$ cat src/segmented_memory_manager_assert.svh
`ifndef SEGMENTED_MEMORY_MANAGER_ASSERT_SVH
`define SEGMENTED_MEMORY_MANAGER_ASSERT_SVH

// Check that cons holds in the same cycle as ante, outside reset.
`define SMM_ASSERT_IMP(name, ante, cons, msg) \
    name: assert property (@(posedge clk) disable iff (!rst_n) (ante) |-> (cons)) \
        else $error(msg);

// Check that cons holds in the cycle after ante, outside reset.
`define SMM_ASSERT_NEXT(name, ante, cons, msg) \
    name: assert property (@(posedge clk) disable iff (!rst_n) (ante) |=> (cons)) \
        else $error(msg);

`endif

$ cat src/smm_ram.sv
module smm_ram #(
    parameter int WIDTH = 32,
    parameter int DEPTH = 64
) (
    input  logic                                   clk,
    input  logic                                   we,
    input  logic [((DEPTH > 1) ? $clog2(DEPTH) : 1)-1:0] waddr,
    input  logic [WIDTH-1:0]                       wdata,
    input  logic                                   re,
    input  logic [((DEPTH > 1) ? $clog2(DEPTH) : 1)-1:0] raddr,
    output logic [WIDTH-1:0]                       rdata
);

    logic [WIDTH-1:0] mem [DEPTH];
    logic [WIDTH-1:0] rdata_reg;

    // Write port
    always_ff @(posedge clk)
    begin
        if (we)
        begin
            mem[waddr] <= wdata;
        end
    end

    // Registered read port
    always_ff @(posedge clk)
    begin
        if (re)
        begin
            rdata_reg <= mem[raddr];
        end
    end

    assign rdata = rdata_reg;

endmodule

$ cat config.mk
export PLATFORM = sky130hd
export DESIGN_NAME = smm_ram
export DESIGN_NICKNAME = d
export VERILOG_FILES = /design/src/segmented_memory_manager_assert.svh /design/src/smm_ram.sv
export SDC_FILE = /design/constraint.sdc
export NUM_CORES = 2
export LEC_CHECK = 0
export BUFFER_PORTS_ARGS = -buffer_cell sky130_fd_sc_hd__buf_2
export CORE_MARGIN = 3
export CORE_UTILIZATION = 59
export DETAILED_ROUTE_END_ITERATION = 10
export HOLD_SLACK_MARGIN = 0.15
export PLACE_DENSITY = 0.79
export SLEW_MARGIN = 0
export SYNTH_ARGS = -nofsm -noshare
export SYNTH_HDL_FRONTEND = slang
export SYNTH_SLANG_ARGS = --single-unit
$ cat constraint.sdc
create_clock -name clk -period 5.3 [get_ports clk]
set_input_delay 0.53 -clock clk [delete_from_list [all_inputs] [get_ports clk]]
set_output_delay 0.53 -clock clk [all_outputs]
set_load 0.005 [all_outputs]
After elaboration in Yosys (flattened, before gate mapping)
Memory sizes are Yosys's and may differ from the RTL's. A register that Yosys moved wholly into a read port is not among the register bits.
Cells that the tools add are included.
- RAM bits: 2048
- register bits: 0
- input port bits: 47
- logic and storage cells: 3
- output and inout bits: 32
- memories kept: 1
- multiplexer cells: 2
- memory list (name ; words ; width ; read ports ; clocked after Yosys merged registers in ; write ports ; RTL line ; text):
    mem ; 64 ; 32 ; 1 ; 1 ; 1 ; smm_ram.sv:14 ; logic [WIDTH-1:0] mem [DEPTH];
- operators with widths (kind ; number):
    $mux W1 ; 2

Depth between registers and ports, before layout
- word-level depth: 2
- depth in mapped cells: 10
- mapped depth without buffers: 5

Worst setup path after synthesis
Ideal clock, no wire load.
- path kind: input port to flip-flop
- start: in waddr[3] (netlist bit)
- end: mem mem[48][0], enable pin
- arrival time: 3.229 ns
- slack: 1.610 ns
- setup time: 0.461 ns
- path buffers: 1
- data required time: 4.839 ns
- stages: 4
- cell sequence: clkbuf_1 nor2b_1 nand4b_1 nor3_1
- RTL lines (what ; RTL line ; text):
    from (decl) ; smm_ram.sv:7 ; input logic [((DEPTH > 1) ? $clog2(DEPTH) : 1)-1:0] waddr,
    to (decl) ; smm_ram.sv:14 ;
No word-level cell before the write port.

==> results.py <==
metrics = {
    "status": {
        "status": "completed",
    },
    "place": {
        "hpwl_mm": 113.8,
        "port_buffers": 78,
        "place_congestion": 0.8312,
        "pre_cts_slack_ns": 1.020,
        "placed_cell_area_um2": 82380,
        "dp.cells": 5127,
    },
    "worst_hold_path": {
        "holdCritPathClass": "in -> reg",
        "min_from": "raddr[4]",
        "hold_path_end": "rdata[24]",
        "holdPathStages": 3,
    },
    "power": {
        "ir_drop_uv": 290.4,
        "power.leakage_nw": 27.53,
        "power_density_nw_per_um2": 379.4,
        "power_mw": 33.56,
    },
    "run": {
        "drv_cap": 0,
    },
    "timing": {
        "slew_viol_final": 0,
        "holdWs_ns": 0.3020,
        "post-route-period-util": 0.6791,
        "worst_slack_ns": 1.701,
        "max_freq_ghz": 0.2778,
        "fin_crit_ns": 3.599,
        "setup-tns-final_ns": 0,
        "worst_clock_skew_ns": 0.03258,
        "rsz0062_at_grt": "false",
        "setup_viol": 0,
        "relSlewSlack": 0.04682,
        "hold_violations": 0,
        "tightest_slew_ns": 1.430,
    },
    "grt": {
        "gr-total-overflow": 0,
        "grt_pass1_vias": 40519,
        "antenna_found_initial": 19,
        "grt_start_max_net_pins": 89,
        "grt_pass1_wl_mm": 308.3,
        "track_usage": 0.3237,
    },
    "cells_and_area": {
        "nets": 3610,
        "final_core_util": 0.6694,
        "final_cells": 5484,
        "largest_reg_flops": 2048,
        "fin_area_um2": 88450,
        "nFillCells": 7592,
        "drive_above_1_share": 0.2990,
        "area_growth_pct": 12.20,
    },
    "yosys": {
        "synth_cell_type_count": 33,
        "synth_edf_count": 2080,
        "netlist_area_um2": 78840,
        "synth_flop_cell": "edfxtp_1",
        "synthTopCellsByArea": "edfxtp_1, mux4_2, mux2i_1",
        "post-synth-top-area-cell": "edfxtp_1",
        "async_reset_ff_frac": 0,
        "syn_inst": 3324,
        "syn-num-nets": 3371,
        "ys_warn_count": 0,
        "ys_seq_elements": 2080,
        "synth_seq_area_share": 0.7923,
        "yosysMostFrequentCell": "edfxtp_1",
        "syn_area_per_cell_um2": 23.72,
        "synth.top_cells.by_count": "edfxtp_1, mux4_2, nor2_1",
        "synth_top_area_share": 0.7923,
    },
    "drt": {
        "first_iter_violations": 7198,
        "drt-pass1-iter-count": 6,
        "ant_nets": 0,
        "viasPerCell": 7.263,
        "drc": 0,
        "wl_per_cell_um": 39.91,
        "vias": 39831,
        "drt_wl_total_mm": 218.9,
    },
    "critical_path": {
        "criticalPathCategory": "in -> reg",
        "cp.arrival_ns": 4.11,
        "cp-end-kind": "register",
        "r2r_setup_slack_ns": 2.43,
        "cp.required_ns": 5.81,
        "startpoint_type": "primary input",
        "reg2reg_to": "rdata[15]",
        "ff2ff_path_depth": 4,
        "cp_max_fo": 47,
        "reg2reg_from": "mem[19][15]",
    },
    "clock_tree": {
        "cts.repair.resized": 0,
        "worstSkewPairLatency_ns": 0.82,
        "clkTransAtPathRegs_ns": 0.06,
        "tritoncts": "done",
        "cts_buffer_depth": 3,
        "root_buffer": "clkbuf_16",
        "cts_buffers": 189,
        "h-tree-depth": 4,
        "cts_hold_buf": 0,
        "post-cts-setup-buffers": 0,
        "cts.sinks": 2080,
    },
    "die": {
        "die_h_um": 371.5,
        "io_pins": 79,
        "die_w_um": 371.5,
        "die_area_um2": 138000,
        "fp-row-count": 133,
        "core_um2": 132100,
        "initial_core_util": 0.5967,
    },
}
[kinds of logic (layout without fill, tap and decap cells)]
kind of cell / Yosys count / count (layout) / share of synthesized area
AO/OA/AOI/OAI: 202 / 202 / 0.01666
buffers and inverters: 182 / 577 / 0.01124
flip-flops: 2080 / 2080 / 0.7923
multiplexers: 637 / 637 / 0.1672
other: 0 / 10 / 0
AND/OR/NAND/NOR: 223 / 223 / 0.01260
[metal layers]
metal	up-vias	global-route usage	wire, µm
met5	-	0	65
met4	10	0.1557	12410
met3	784	0.09725	31580
met2	3781	0.4995	103700
met1	20488	0.4288	71090
li1	14768	-	-
[area by class of cell]
class,instances,area (µm²),area share
antenna,10,25.02,0.0002829
clock buffer,231,4951,0.05597
clock inverter,116,1101,0.01245
multi-input combinational,1062,15970,0.1805
sequential,2080,62460,0.7061
tap,1755,2196,0.02483
timing repair buffer,230,1752,0.01980
[layout by cell type, fill, tap and decap left out, types with 4 or more instances in the layout]
master	Yosys	final
nor3_1	7	5
and3_1	4	4
edfxtp_1	2080	2080
clkinvlp_4	0	6
diode_2	0	10
nand2_1	26	26
nor2b_1	15	15
clkinv_2	0	39
a22oi_1	12	12
a21oi_1	62	62
o32ai_1	4	4
clkinv_1	0	40
o22ai_1	84	84
bufinv_16	0	17
clkinv_8	0	6
buf_4	25	138
clkbuf_1	74	39
nand2b_1	8	7
nand3b_1	5	5
a41o_1	4	4
a311oi_1	8	8
nor2_1	137	75
inv_6	0	4
o221ai_1	27	27
nand3_1	5	5
nor2_4	0	62
buf_12	0	15
buf_2	57	74
mux2i_1	93	93
mux4_2	544	544
clkbuf_16	0	192
[how the worst max path moves through the flow]
| stage | startpoint | slack, ns | end | depth (start not counted) |
|---|---|---|---|---|
| 6_report | raddr[0] | 1.70 | rdata[10] | 7 |
| 3_3_place_gp | raddr[1] | 0.98 | rdata[10] | 7 |
| 4_1_cts | raddr[1] | 1.75 | rdata[10] | 7 |
| 5_1_grt | raddr[0] | 1.54 | rdata[10] | 7 |
| 3_5_place_dp | raddr[1] | 1.02 | rdata[10] | 7 |
| 2_1_floorplan | waddr[3] | 1.61 | mem[48][0] | 4 |
[power breakdown]
group          internal, mW  switching (mW)
logic                 0.608            1.12
clock network          7.49            6.03
registers              18.3          0.0642
[critical path, stage by stage]
cell,delay [ns]
buf_8,0.53
buf_12,0.38
buf_12,0.28
mux4_2,0.59
mux4_2,0.54
o22ai_1,0.96
nor2_1,0.11
Power figures use the tool's default switching activity.
