**src/segmented_memory_manager_assert.svh**
```systemverilog
`ifndef SEGMENTED_MEMORY_MANAGER_ASSERT_SVH
`define SEGMENTED_MEMORY_MANAGER_ASSERT_SVH

// Check that cons holds in the same cycle as ante, outside reset.
`define SMM_ASSERT_IMP(name, ante, cons, msg) \
    name: assert property (@(posedge clk) disable iff (!rst_n) (ante) |-> (cons)) \
        else $error(msg);

// Check that cons holds in the cycle after ante, outside reset.
`define SMM_ASSERT_NEXT(name, ante, cons, msg) \
    name: assert property (@(posedge clk) disable iff (!rst_n) (ante) |=> (cons)) \
        else $error(msg);

`endif

```
**src/smm_pkg.sv**
```systemverilog
package smm_pkg;

    // Field widths of the command and result beats
    localparam int SEG_W  = 6;
    localparam int OFF_W  = 8;
    localparam int LEN_W  = 9;
    localparam int WORD_W = 32;
    localparam int STAT_W = 3;

    typedef enum logic [1:0] {
        CMD_MAP   = 2'd0,
        CMD_UNMAP = 2'd1,
        CMD_LOAD  = 2'd2,
        CMD_STORE = 2'd3
    } cmd_e_t;

    typedef enum logic [STAT_W-1:0] {
        ST_OK         = 3'd0,
        ST_NO_FREE    = 3'd1,
        ST_UNMAPPED   = 3'd2,
        ST_BAD_OFFSET = 3'd3,
        ST_TOO_LONG   = 3'd4
    } status_e_t;

    typedef enum logic [2:0] {
        S_CLEAR,
        S_IDLE,
        S_EXEC,
        S_ZERO,
        S_READ
    } state_e_t;

    typedef struct packed {
        cmd_e_t              command;
        logic [SEG_W-1:0]    segment;
        logic [OFF_W-1:0]    offset;
        logic [WORD_W-1:0]   value;
        logic [LEN_W-1:0]    length;
    } request_t;

    typedef struct packed {
        logic [WORD_W-1:0]   read_value;
        logic [SEG_W-1:0]    new_segment;
        logic [STAT_W-1:0]   status;
    } result_t;

    // One segment table entry
    typedef struct packed {
        logic                mapped;
        logic [LEN_W-1:0]    length;
    } seg_entry_t;

    // Free list controls from the sequencer
    typedef struct packed {
        logic init;
        logic pop;
        logic push;
    } fl_ctl_t;

endpackage

```
**src/smm_ram.sv**
```systemverilog
module smm_ram #(
    parameter int WIDTH = 32,
    parameter int DEPTH = 64
) (
    input  logic                                   clk,
    input  logic                                   we,
    input  logic [((DEPTH > 1) ? $clog2(DEPTH) : 1)-1:0] waddr,
    input  logic [WIDTH-1:0]                       wdata,
    input  logic                                   re,
    input  logic [((DEPTH > 1) ? $clog2(DEPTH) : 1)-1:0] raddr,
    output logic [WIDTH-1:0]                       rdata
);

    logic [WIDTH-1:0] mem [DEPTH];
    logic [WIDTH-1:0] rdata_reg;

    // Write port
    always_ff @(posedge clk)
    begin
        if (we)
        begin
            mem[waddr] <= wdata;
        end
    end

    // Registered read port
    always_ff @(posedge clk)
    begin
        if (re)
        begin
            rdata_reg <= mem[raddr];
        end
    end

    assign rdata = rdata_reg;

endmodule

```
**src/smm_free_list.sv**
```systemverilog
`include "segmented_memory_manager_assert.svh"

module smm_free_list #(
    parameter int NUM_SEGMENTS = 64
) (
    input  logic                            clk,
    input  logic                            rst_n,
    input  smm_pkg::fl_ctl_t                ctl,
    input  logic [$clog2(NUM_SEGMENTS)-1:0] init_slot,
    input  logic [$clog2(NUM_SEGMENTS)-1:0] push_id,
    output logic [$clog2(NUM_SEGMENTS)-1:0] head_id,
    output logic                            empty,
    output logic                            full
);

    localparam int IDW   = $clog2(NUM_SEGMENTS);
    localparam int CNT_W = $clog2(NUM_SEGMENTS + 1);
    localparam logic [IDW-1:0]   LAST_SLOT = IDW'(NUM_SEGMENTS - 1);
    localparam logic [CNT_W-1:0] FULL_CNT  = CNT_W'(NUM_SEGMENTS);

    logic [IDW-1:0]   head_reg, head_next;
    logic [IDW-1:0]   tail_reg, tail_next;
    logic [CNT_W-1:0] count_reg, count_next;
    logic             q_we;
    logic [IDW-1:0]   q_waddr;
    logic [IDW-1:0]   q_wdata;

    assign empty = (count_reg == '0);
    assign full  = (count_reg == FULL_CNT);

    // Advance head on pop, tail on push, wrapping at the last slot
    always_comb
    begin
        head_next  = head_reg;
        tail_next  = tail_reg;
        count_next = count_reg;
        if (ctl.pop)
        begin
            head_next  = (head_reg == LAST_SLOT) ? '0 : head_reg + 1'b1;
            count_next = count_next - 1'b1;
        end
        if (ctl.push)
        begin
            tail_next  = (tail_reg == LAST_SLOT) ? '0 : tail_reg + 1'b1;
            count_next = count_next + 1'b1;
        end
    end

    always_ff @(posedge clk or negedge rst_n)
    begin
        if (!rst_n)
        begin
            head_reg  <= '0;
            tail_reg  <= '0;
            count_reg <= FULL_CNT;
        end
        else
        begin
            head_reg  <= head_next;
            tail_reg  <= tail_next;
            count_reg <= count_next;
        end
    end

    // Fill with identifiers in order during the sweep, else append at tail
    assign q_we    = ctl.init | ctl.push;
    assign q_waddr = ctl.init ? init_slot : tail_reg;
    assign q_wdata = ctl.init ? init_slot : push_id;

    smm_ram #(
        .WIDTH (IDW),
        .DEPTH (NUM_SEGMENTS)
    ) u_queue (
        .clk   (clk),
        .we    (q_we),
        .waddr (q_waddr),
        .wdata (q_wdata),
        .re    (1'b1),
        .raddr (head_reg),
        .rdata (head_id)
    );

    `SMM_ASSERT_IMP(a_no_pop_empty, ctl.pop, count_reg != '0, "pop from empty free list")
    `SMM_ASSERT_IMP(a_no_push_full, ctl.push, count_reg != FULL_CNT, "push to full free list")
    `SMM_ASSERT_IMP(a_init_alone, ctl.init, !ctl.pop && !ctl.push, "free list init overlaps")

endmodule

```
**config.mk**
```make
export PLATFORM = sky130hd
export DESIGN_NAME = smm_free_list
export DESIGN_NICKNAME = d
export VERILOG_FILES = /design/src/smm_pkg.sv /design/src/smm_ram.sv /design/src/smm_free_list.sv
export VERILOG_INCLUDE_DIRS = /design/src /design/src/src
export SDC_FILE = /design/constraint.sdc
export NUM_CORES = 1
export LEC_CHECK = 0
export BUFFER_PORTS_ARGS = -buffer_cell sky130_fd_sc_hd__buf_2
export CORE_MARGIN = 2
export CORE_UTILIZATION = 48
export CTS_CLUSTER_DIAMETER = 30
export DETAILED_ROUTE_END_ITERATION = 12
export HOLD_SLACK_MARGIN = 0.15
export PLACE_DENSITY = 0.72
export SYNTH_ARGS = -nofsm -noshare
export SYNTH_HDL_FRONTEND = slang
export SYNTH_HIERARCHICAL = 1
export SYNTH_SLANG_ARGS = --single-unit
```
**constraint.sdc**
```tcl
create_clock -name clk -period 2.6 [get_ports clk]
set_clock_uncertainty 0.2 [all_clocks]
set_input_delay 0.26 -clock clk [delete_from_list [all_inputs] [get_ports clk]]
set_output_delay 0.26 -clock clk [all_outputs]
set_load 0.1 [all_outputs]
```
# Word level (Yosys, flattened, before mapping)
# Memories as Yosys holds them, arrays and structs flattened. A register that Yosys moved wholly into a read port is not among the register bits.
# Cells that the tools add are included.
dict set report op_classes {
  magnitude_cmp 0
  n_mul 0
  n_eq_ne 3
  div 0
  n_addsub 4
  reduce_logical 1
  muxes 8
  shifts 0
  bitwise 1
}
# op n
set op_table {}
lappend op_table {{6-bit 2-to-1 mux} 4}
lappend op_table {{7-bit 2-to-1 mux} 2}
lappend op_table {{6-bit by 1-bit adder with 6-bit output (second input constant)} 2}
lappend op_table {{6-bit == test (second input constant)} 2}
lappend op_table {{7-bit by 1-bit adder with 7-bit output (second input constant)} 1}
lappend op_table {{7-bit == test (second input constant)} 1}
lappend op_table {{7-bit zero test} 1}
lappend op_table {{7-bit by 1-bit subtractor with 7-bit output (second input constant)} 1}
lappend op_table {{1-bit 2-to-1 mux} 2}
lappend op_table {{1-bit OR} 1}
dict set report totals {
  regBits 19
  latchBits 0
  ram_bits 384
  memories 1
  output_inout_bits 8
  mem_bits_ro 0
  word_cells 21
}
# name depth word_bits rd rd_ports_with_merged_regs wr line
set memory_table {}
lappend memory_table {u_queue.mem 64 6 1 1 1 smm_ram.sv:14} ;# logic [WIDTH-1:0] mem [DEPTH];

# Depth between registers and ports, before layout
# Gate-level depths: netlist (run 1).
dict set report depth {
  ltp_word 4
  mapped_depth 9
}

# Modules after synthesis
# The synthesis (run 1) kept the hierarchy.
# mod cells_each seq_area_each_um2 area_per_inst_um2 instances
set modules_own_cells {}
lappend modules_own_cells {smm_ram 720 11711.2 15285.9 1}
lappend modules_own_cells {smm_free_list 151 476.7 1273.7 1}

# Worst setup path before layout (run 1)
# Ideal clock, no wire load.
dict set report synth_timing {
  path_kind {input-to-reg}
  startpoint {input ctl[2] (netlist name)}
  endpoint {memory u_queue/mem[0][0] (netlist name), data pin}
  setup_slack_ns -1.471
  setup_ns 0.702
  path_buffers 2
  cell_stages 3
  t_required_ns 1.698
  t_arrival_ns 3.170
  path_cell_list {clkbuf_1 > clkbuf_1 > o21ai_0}
}
dict set report synth_via {
  elab_chain_cells 1
}
# item line
set synth_lines {}
lappend synth_lines {{from (decl)} smm_free_list.sv:8} ;# input smm_pkg::fl_ctl_t ctl,
lappend synth_lines {{6-bit 2-to-1 mux} smm_free_list.sv:68} ;# assign q_wdata = ctl.init ? init_slot : push_id;
lappend synth_lines {{via q_wdata[0]} smm_free_list.sv:26} ;# logic [IDW-1:0] q_wdata;
lappend synth_lines {{to (decl)} smm_ram.sv:14}
# The timed path passes the listed nets, and every way through them passes these cells.

# Worst setup path after layout (run 1)
dict set report layout_timing {
  startpoint {register count_reg[0]}
  endpoint {output full}
}
dict set report layout_via {
  elab_chain_cells 1
}
# item line
set layout_lines {}
lappend layout_lines {{from (decl)} smm_free_list.sv:23} ;# logic [CNT_W-1:0] count_reg, count_next;
lappend layout_lines {{from (signal assigned)} smm_free_list.sv:61} ;# count_reg <= count_next;
lappend layout_lines {{7-bit == test} smm_free_list.sv:29} ;# assign full = (count_reg == FULL_CNT);
lappend layout_lines {{to (decl)} smm_free_list.sv:13} ;# output logic full
# Every way passes these cells.

==> results.yml, run 1 <==
floorplanning:
  fp.dieW_um: 189.7
  ios: 25
  fp.dieArea_mm2: 0.03600
  start_util: 0.4830
  rows: 68
  die_h_um: 189.7
  core_area_mm2: 0.03429
finish:
  area_delta_synth_final_pct: 23.49
  drive_above_1_share: 0.3440
  post-route-util: 0.5964
  diodes: 0
  final_cell_count_no_fill: 1548
  fin_nets: 1059
  largest_reg_flops: 384
sta:
  min_period_ns: 2.534
  hold_viol_final: 0
  max_freq_mhz: 394.6
  rsz0062_at_grt: "false"
  timing.final.crit_share: 0.9747
  setup_viol: 0
  maxSlewViolCount: 0
  whs_ns: 0.1594
  relSlewSlack: 0.5086
  finalSetupTns_ns: 0
  worst_pin_slew_ns: 0.7344
critical_path:
  rr_startpoint: "head_reg[0]$_DFFE_PN0P_"
  crit_family: "simple AND/OR/NAND/NOR gates"
  startpoint_type: "register"
  crit_fanout: 8
  worst_setup_path_end_kind: "output port"
  crit_type: "register to output port"
  path_cells: "inv_1 -> ha_2 -> nor3b_4 -> and3_1 -> buf_8"
  crit_arrival_ns: 2.07
  cp.depth: 5
  crit_buf_inv: 2
  cp_slowest_cell: "dfrtp_2"
  r2r_end: "u_queue/rdata[3]$_DFFE_PP_"
  critPathMaxStageDelay_ns: 0.46
  reg2reg_depth: 6
  required_ns: 2.14
  rrSetupSlack_ns: 0.07
synth:
  synthCells: 871
  synth_edf_count: 390
  synth_area_mm2: 0.01656
  synthTopCellsByArea: "edfxtp_1 71%, mux4_2 12%, dfrtp_1 2.7%, nor2_1 1.8%, mux2i_1 0.97%"
  yosysSeqAreaShare: 0.7360
  async_flop_share: 0.04645
  ys_types: 60
  ys_seq_elements: 409
  ys.flop_type: "edfxtp_1"
  syn_area_per_cell_um2: 19.01
  yosysTopAreaCell: "edfxtp_1"
  yosys_warnings: 6
  synth_top_area_frac: 0.7072
pwr:
  ir_drop_uv: 1140
  sw_frac_of_total: 0.3040
  power_density_mw_per_mm2: 1131
  p_switching_w: 0.007029
  p_total_w: 0.02312
  pwr-share-comb: 0.266
  pwr-share-seq: 0.352
  p_int_w: 0.01609
  leakage_nw: 6.943
  p_clk_frac: 0.383
place:
  place_inst: 1418
  portBuffers: 24
  gp_congestion: 0.8051
  dp_hpwl_um: 22720
cts:
  cts_buffer_depth: 3
  numCtsBuffers: 67
  clk_pin_slew_ns: 0.05
  clock_sinks: 409
  cts-root-buf: "clkbuf_16"
  htreeDepth: 3
  cts_tree: "done"
  clk_latency_ns: 0.56
routing:
  initialDrtViolationCount: 1055
  vias_per_cell: 5.721
  drt_wl_total_um: 36950
  num_vias: 8856
  antenna_left: 0
  first_pass_iters: 5
  post_drt_wl_per_cell_um: 23.87
  drc: 0
hold_path:
  min_from: "push_id[4]"
  min_to: "u_queue/mem[51][4]$_DFFE_PP_"
  hold_class: "input port to register"
  hold_path_depth: 4
global_routing:
  grt_overflow_total: 0
  grt_max_degree: 65
  grt_pass1_vias: 9222
  grt_antenna_before_repair: 0
  grt_pass1_wl_um: 56520
  grt.total_usage: 0.2153
job:
  drv_cap: 0
status:
  status: "complete, no violations"
worst max-delay path by stage:
stage / startpoint / endpoint / slack, ns
2_1_floorplan: ctl[2] / u_queue/mem[0][0]$_DFFE_PP_ / -0.36
3_3_place_gp: head_reg[0]$_DFFE_PN0P_ / u_queue/rdata[3]$_DFFE_PP_ / 0.10
3_5_place_dp: ctl[2] / u_queue/mem[56][1]$_DFFE_PP_ / 0.06
4_1_cts: count_reg[0]$_DFF_PN0_ / full / 0.02
5_1_grt: count_reg[0]$_DFF_PN0_ / full / 0.004
6_report: count_reg[0]$_DFF_PN0_ / full / 0.07
cell usage after synthesis (11+ instances only):
cell / n
mux2_2: 11
mux4_2: 87
o21ai_0: 15
mux2i_1: 16
nand3_1: 16
edfxtp_1: 390
clkbuf_1: 21
o22ai_1: 12
nand2_1: 27
buf_2: 13
nor2_1: 79
dfrtp_1: 18
inv_1: 16
layer usage:
layer,vias up,share of wire,track usage
met1,4537,0.41,0.2939
li1,3909,-,-
met4,0,0.027,0.08110
met3,64,0.073,0.04630
met5,-,0,0
met2,346,0.49,0.3445
cell families (layout without fill, tap and decap cells):
kind of cell / after synthesis / count (layout) / share of synthesized area
buffers and inverters: 62 / 279 / 0.02108
XOR/XNOR: 14 / 14 / 0.007404
adder cells (fa/ha/maj): 4 / 4 / 0.003022
AO/OA/AOI/OAI: 87 / 87 / 0.03649
other: 1 / 6 / 0.0002265
AND/OR/NAND/NOR: 174 / 174 / 0.05078
flip-flops: 409 / 409 / 0.7360
multiplexers: 120 / 120 / 0.1450
stage by stage:
step,area (um^2),setup WS (ns)
after global placement,18060,0.1032
after detailed placement,18060,0.06200
final,20450,0.06575
after global routing,20450,0.004032
after floorplan,16600,-0.3555
after CTS,20450,0.02155
layout by cell type (no fill, tap or decap), types with 4 or more instances in the layout:
cell type and count:
dlygate4sd3_1 6, clkinv_1 7, nand4_1 8, buf_12 13
o221ai_1 9, buf_4 96, clkinvlp_4 5, a211oi_1 7
dfrtp_1 14, nor3_1 5, nor2b_1 8, o21ai_0 9
nand3_1 16, mux2_2 11, clkbuf_16 69, nor2_1 70
nand2b_1 5, conb_1 6, a21oi_1 10, clkinv_4 7
nand2_1 27, buf_2 22, nor2_2 9, o22ai_1 12
xnor2_1 10, inv_8 6, inv_6 16, mux4_2 87
o21ai_1 7, bufinv_16 6, o21ai_4 6, clkinv_2 4
mux2i_1 16, o22a_1 6, xor2_1 4, inv_1 16
edfxtp_1 390, nand3b_1 5, mux4_1 6
repair_timing:
| action | 4_1_cts | 5_1_grt |
|---|---|---|
| hold buffers | 7 | 0 |
| resized for setup | 6 | 3 |
| setup endpoints to repair | 2 | 20 |
| hold endpoints to repair | 47 | 0 |
| setup buffers | 0 | 0 |
worst reg2reg max path: stages (launching register included):
cell	delay, ns
dfrtp_4	0.47
buf_12	0.22
mux4_1	0.60
mux2i_1	0.26
buf_4	0.17
o221ai_1	0.14
o22a_1	0.22
final cells by class:
type / count / area, um^2
timing repair buffer: 139 / 1177
clock buffer: 71 / 1734
inverter: 16 / 60.06
fill: 2361 / 13840
clock inverter: 53 / 565.5
sequential: 409 / 12200
tap: 455 / 569.3
multi-input combinational: 405 / 4145
power groups by stage:
stage | clock [W] | combinational (W) | sequential, W
3_3_place_gp | 0 | 0.00597 | 0.00822
5_1_grt | 0.00925 | 0.00655 | 0.00818
4_1_cts | 0.00895 | 0.00616 | 0.00812
3_5_place_dp | 0 | 0.00608 | 0.00823
2_1_floorplan | 0 | 0.00409 | 0.00836
6_report | 0.00885 | 0.00614 | 0.00813
Power figures use the tool's default switching activity.
==> inputs of run 2 (changes only) <==
--- a/config.mk
+++ b/config.mk
@@ -12,7 +12,6 @@
 export CTS_CLUSTER_DIAMETER = 30
 export DETAILED_ROUTE_END_ITERATION = 12
 export HOLD_SLACK_MARGIN = 0.15
-export PLACE_DENSITY = 0.72
 export SYNTH_ARGS = -nofsm -noshare
 export SYNTH_HDL_FRONTEND = slang
 export SYNTH_HIERARCHICAL = 1
==> run 2 against run 1 <==
Worst setup slack is essentially flat. Clock-buffer cell count grew 12. Clock power grew 8.5%. Sequential share of layout area shrank 0.90 points. Critical path depth grew 1. Via count grew 0.25%. Register-to-register slack is essentially flat. Die area is the same. Flip-flop and latch count is the same.
==> results.yml, run 2 (same netlist as run 1, synthesis figures left out) <==
global_routing:
  grt_pass1_vias: 9150
  grt_antenna_before_repair: 0
  grt.total_usage: 0.2136
  grt_overflow_total: 0
  grt_pass1_wl_um: 55900
  grt_max_degree: 65
pwr:
  sw_frac_of_total: 0.2982
  p_clk_frac: 0.400
  p_int_w: 0.01682
  p_switching_w: 0.007150
  power_density_mw_per_mm2: 1155
  pwr-share-comb: 0.263
  leakage_nw: 7.097
  pwr-share-seq: 0.337
  ir_drop_uv: 666.3
cts:
  cts-root-buf: "clkbuf_16"
  cts_tree: "done"
  clock_sinks: 409
  clk_pin_slew_ns: 0.05
  cts_buffer_depth: 3
  numCtsBuffers: 76
  htreeDepth: 3
  clk_latency_ns: 0.57
status:
  status: "complete, no violations"
routing:
  antenna_left: 0
  first_pass_iters: 5
  initialDrtViolationCount: 996
  post_drt_wl_per_cell_um: 23.82
  drt_wl_total_um: 37200
  drc: 0
  num_vias: 8878
  vias_per_cell: 5.684
finish:
  final_cell_count_no_fill: 1562
  fin_nets: 1072
  largest_reg_flops: 384
  mostFrequentLayoutCell: "edfxtp_1"
  final_cell_mix: "390 x edfxtp_1, 96 x buf_4, 87 x mux4_2"
  post-route-util: 0.6055
  diodes: 0
  area_delta_synth_final_pct: 25.38
  drive_above_1_share: 0.3532
sta:
  whs_ns: 0.1634
  hold_viol_final: 0
  max_freq_mhz: 394.6
  maxSlewViolCount: 0
  timing.final.crit_share: 0.9748
  relSlewSlack: 0.5756
  setup_viol: 0
  min_period_ns: 2.534
  worst_pin_slew_ns: 0.6327
critical_path:
  crit_arrival_ns: 2.65
  crit_fanout: 24
  startpoint_type: "register"
  crit_type: "register to register"
  required_ns: 2.72
  worst_setup_path_end_kind: "register"
  reg2reg_depth: 6
hold_path:
  hold_path_depth: 4
  hold_class: "input port to register"
job:
  drv_cap: 0
place:
  gp_congestion: 0.7560
  dp_hpwl_um: 22640
  portBuffers: 24
  place_inst: 1417
floorplanning:
  ios: 25
  fp.dieArea_mm2: 0.03600
  rows: 68
  core_area_mm2: 0.03429
  fp.dieW_um: 189.7
  die_h_um: 189.7
  start_util: 0.4830
## run 2: cell types whose count changed in the layout (fill, tap and decap cells not counted), moves of 2 or more
cell / delta
clkinv_2: +10
clkbuf_16: +9
clkinv_1: -4
clkbuf_1: +3
clkinv_4: -3
dlygate4sd3_1: +3
inv_8: -3
bufinv_16: +2
inv_6: -2
o22ai_1: -2
o22ai_2: +2
## run 2: path summary, 6_finish.rpt
| path | from | endpoint | slack [ns] |
|---|---|---|---|
| hold reg to reg | tail_reg[4]$_DFFE_PN0P_ | tail_reg[4]$_DFFE_PN0P_ | 0.30 |
| setup reg to reg | head_reg[0]$_DFFE_PN0P_ | u_queue/rdata[1]$_DFFE_PP_ | 0.07 |
| hold / removal | push_id[5] | u_queue/mem[1][5]$_DFFE_PP_ | 0.16 |
| min in group asynchronous | rst_n | head_reg[5]$_DFFE_PN0P_ | 0.55 |
| max in group asynchronous | rst_n | head_reg[0]$_DFFE_PN0P_ | 1.26 |
| setup / recovery | head_reg[0]$_DFFE_PN0P_ | u_queue/rdata[1]$_DFFE_PP_ | 0.07 |
## run 2: per-stage QoR
stage	setup TNS, ns	setup WS [ns]	cell area, um^2	total power [W]
after global routing	-0.0006197	-0.0006197	20760	0.02491
final	0	0.06563	20760	0.02397
after global placement	0	0.007978	18070	0.01434
after detailed placement	0	0.01468	18070	0.01438
after CTS	0	0.005516	20700	0.02406
after floorplan	-124.37	-0.3555	16600	0.01245
## run 2: critical path, cell delays in order (launching register included)
cell and delay [ns]:
dfrtp_4 0.51, buf_12 0.24, buf_4 0.19, mux4_2 0.52, o22ai_1 0.29, nor3_1 0.11
o22a_1 0.21
## run 2: what timing repair did
| item | in CTS | in global routing |
|---|---|---|
| hold buffers | 10 | 0 |
| resized for setup | 4 | 8 |
| cloned | 0 | 1 |
| buffers inserted | 0 | 1 |
| endpoints found under the hold margin | 141 | 0 |
| setup endpoints to repair | 3 | 24 |
## run 2: area by class of cell
cell class                      count  area, um^2
Fill cell                        2492       13530
Sequential cell                   409       12200
Multi-Input combinational cell    405        4163
Clock buffer                       83        1959
Timing Repair Buffer              143        1254
Tap cell                          455       569.3
Clock inverter                     51       559.3
Inverter                           16       60.06
## run 2: power by group through the flow
stage | combinational, W | sequential (W) | clock (W)
5_1_grt | 0.00673 | 0.00811 | 0.0101
3_3_place_gp | 0.00617 | 0.00816 | 0
3_5_place_dp | 0.00620 | 0.00818 | 0
4_1_cts | 0.00626 | 0.00806 | 0.00974
6_report | 0.00631 | 0.00807 | 0.00960
2_1_floorplan | 0.00409 | 0.00836 | 0
## run 2: layer usage
layer / global-route usage / part of all wire
met1: 0.3020 / 0.43
met2: 0.3346 / 0.48
met3: 0.04317 / 0.070
met4: 0.07513 / 0.024
met5: 0 / 0
==> inputs of run 3 (changes only) <==
--- a/config.mk
+++ b/config.mk
@@ -12,6 +12,7 @@
 export CTS_CLUSTER_DIAMETER = 30
 export DETAILED_ROUTE_END_ITERATION = 12
 export HOLD_SLACK_MARGIN = 0.15
+export PLACE_DENSITY = 0.66
 export SYNTH_ARGS = -nofsm -noshare
 export SYNTH_HDL_FRONTEND = slang
 export SYNTH_HIERARCHICAL = 1
==> constraint.sdc (replaced) <==
create_clock -name clk -period 2.05 [get_ports clk]
set_clock_uncertainty 0.2 [all_clocks]
set_input_delay 0.205 -clock clk [delete_from_list [all_inputs] [get_ports clk]]
set_output_delay 0.205 -clock clk [all_outputs]
set_load 0.1 [all_outputs]
==> run 3 against run 2 <==
The flow now finishes with violations (negative setup slack). Largest power group unchanged. Highest routed layer unchanged. Final cell count is 5.5% higher. Clock-buffer cell count is 9 higher. Critical path depth is 1 higher. Combinational power up 58%. Design area up 6.0%. First-iteration DRC count is 16% lower. Critical path type unchanged. Sequential power rose by 26%.
==> results.yml, run 3 (same netlist as run 1, synthesis figures left out) <==
floorplanning:
  start_util: 0.4830
  core_area_mm2: 0.03429
  fp.dieW_um: 189.7
  fp.dieArea_mm2: 0.03600
  rows: 68
  die_h_um: 189.7
  ios: 25
status:
  status: "complete, but fails checks"
  violations: "negative setup slack"
global_routing:
  grt_antenna_before_repair: 0
  grt_max_degree: 65
  grt_pass1_wl_um: 59680
  grt_overflow_total: 0
  grt_pass1_vias: 9825
  grt.total_usage: 0.2264
critical_path:
  crit_end: "u_queue/rdata[4]$_DFFE_PP_"
  critPathMaxStageDelay_ns: 0.52
  r2r_end: "u_queue/rdata[4]$_DFFE_PP_"
  rrSetupSlack_ns: -0.43
  reg2reg_depth: 7
  path_cells: "buf_6 -> buf_6 -> mux4_2 -> mux2_4 -> o21ai_2 -> a21oi_1 -> o22a_1"
  worst_setup_path_end_kind: "register"
  cp.depth: 7
  crit_top_cell: "buf_6"
  crit_type: "register to register"
  crit_fanout: 7
  cp-startpoint: "head_reg[0]$_DFFE_PN0P_"
  crit_arrival_ns: 2.60
  cp_slowest_cell: "dfrtp_4"
  rr_startpoint: "head_reg[0]$_DFFE_PN0P_"
  startpoint_type: "register"
  required_ns: 2.17
  crit_family: "multiplexers"
  crit_buf_inv: 2
pwr:
  pwr-share-comb: 0.305
  power_density_mw_per_mm2: 1487
  p_int_w: 0.02304
  sw_frac_of_total: 0.2960
  ir_drop_uv: 879.1
  pwr-share-seq: 0.311
  leakage_nw: 7.589
  p_clk_frac: 0.385
  p_switching_w: 0.009684
routing:
  num_vias: 9301
  antenna_left: 0
  first_pass_iters: 5
  vias_per_cell: 5.644
  post_drt_wl_per_cell_um: 23.71
  drt_wl_total_um: 39070
  initialDrtViolationCount: 840
  drc: 0
cts:
  numCtsBuffers: 78
  cts_buffer_depth: 3
  cts-root-buf: "clkbuf_16"
  clk_latency_ns: 0.57
  clk_pin_slew_ns: 0.05
  clock_sinks: 409
  htreeDepth: 3
  cts_tree: "done"
finish:
  final_cell_mix: "390 x edfxtp_1, 152 x buf_4, 91 x mux4_2"
  final_cell_area_mm2: 0.02200
  drive_above_1_share: 0.4367
  num-fill-cells: 2234
  mostFrequentLayoutCell: "edfxtp_1"
  fin_nets: 1152
  final_cell_count_no_fill: 1648
  diodes: 0
  largest_reg_flops: 384
  area_delta_synth_final_pct: 32.85
sta:
  setup_viol: 9
  whs_ns: 0.1956
  finalSetupTns_ns: -2.693
  timing.final.crit_share: 1.211
  maxSlewViolCount: 0
  relSlewSlack: 0.3774
  setup_ws_ns: -0.4327
  max_freq_mhz: 402.8
  min_period_ns: 2.483
  hold_viol_final: 0
  rsz0062_at_grt: "true"
  worst_pin_slew_ns: 0.9308
hold_path:
  hold_class: "input port to register"
  min_from: "init_slot[1]"
place:
  gp_congestion: 0.7951
  placed_cell_area_mm2: 0.01867
  dp_hpwl_um: 23720
  preCtsSetupSlack_ns: -0.4849
  portBuffers: 24
  place_inst: 1473
job:
  drv_cap: 0
-- run 3: worst min path at each step --
stage                              endpoint  depth (start not counted)
2_1_floorplan        count_reg[0]$_DFF_PN0_                          0
3_3_place_gp         count_reg[4]$_DFF_PN0_                          1
3_5_place_dp         count_reg[4]$_DFF_PN0_                          1
4_1_cts        u_queue/mem[51][0]$_DFFE_PP_                          5
5_1_grt        u_queue/mem[53][1]$_DFFE_PP_                          5
6_report       u_queue/mem[54][1]$_DFFE_PP_                          5
-- run 3: what timing repair did --
item                       in CTS  in global routing
pin swaps                      15                 17
setup buffers                  14                  4
setup endpoints to repair      58                234
resized for setup              54                 33
cloned                          3                  0
hold buffers                   13                  0
hold endpoints to repair      378                  0
-- run 3: worst register-to-register path, cell delays in order, from the launching register on --
cell and delay (ns):
dfrtp_4 0.52, buf_6 0.15, buf_6 0.12, mux4_2 0.50
mux2_4 0.30, o21ai_2 0.21, a21oi_1 0.08, o22a_1 0.17
-- run 3: area by class of cell --
cell class                 count  area, um^2  share of cell area
clock buffer                  92        2111             0.09594
clock inverter                50       534.3             0.02428
inverter                      16       60.06            0.002730
multi-input combinational    405        4498              0.2045
sequential                   409       12200              0.5544
tap                          455       569.3             0.02588
timing repair buffer         221        2031             0.09231
-- run 3: per-layer routing --
| metal | share of wire | GRT usage | wire, um |
|---|---|---|---|
| met2 | 0.49 | 0.3698 | 19330 |
| met3 | 0.063 | 0.04335 | 2474 |
| met5 | 0 | 0 | 0 |
| met1 | 0.42 | 0.3063 | 16300 |
| met4 | 0.025 | 0.08348 | 963 |
-- run 3: stage by stage --
step | util | power (W)
global route | 0.6416 | 0.03397
floorplan | - | 0.01586
CTS | 0.6378 | 0.03276
global placement | 0.5446 | 0.01886
detailed placement | 0.5446 | 0.01897
finish | 0.6416 | 0.03272
-- run 3: power groups by stage --
stage	clock network, W	logic (W)	registers (W)
global route	0.0132	0.0106	0.0102
finish	0.0126	0.00997	0.0102
global placement	0	0.00859	0.0103
CTS	0.0128	0.00981	0.0102
detailed placement	0	0.00870	0.0103
floorplan	0	0.00526	0.0106
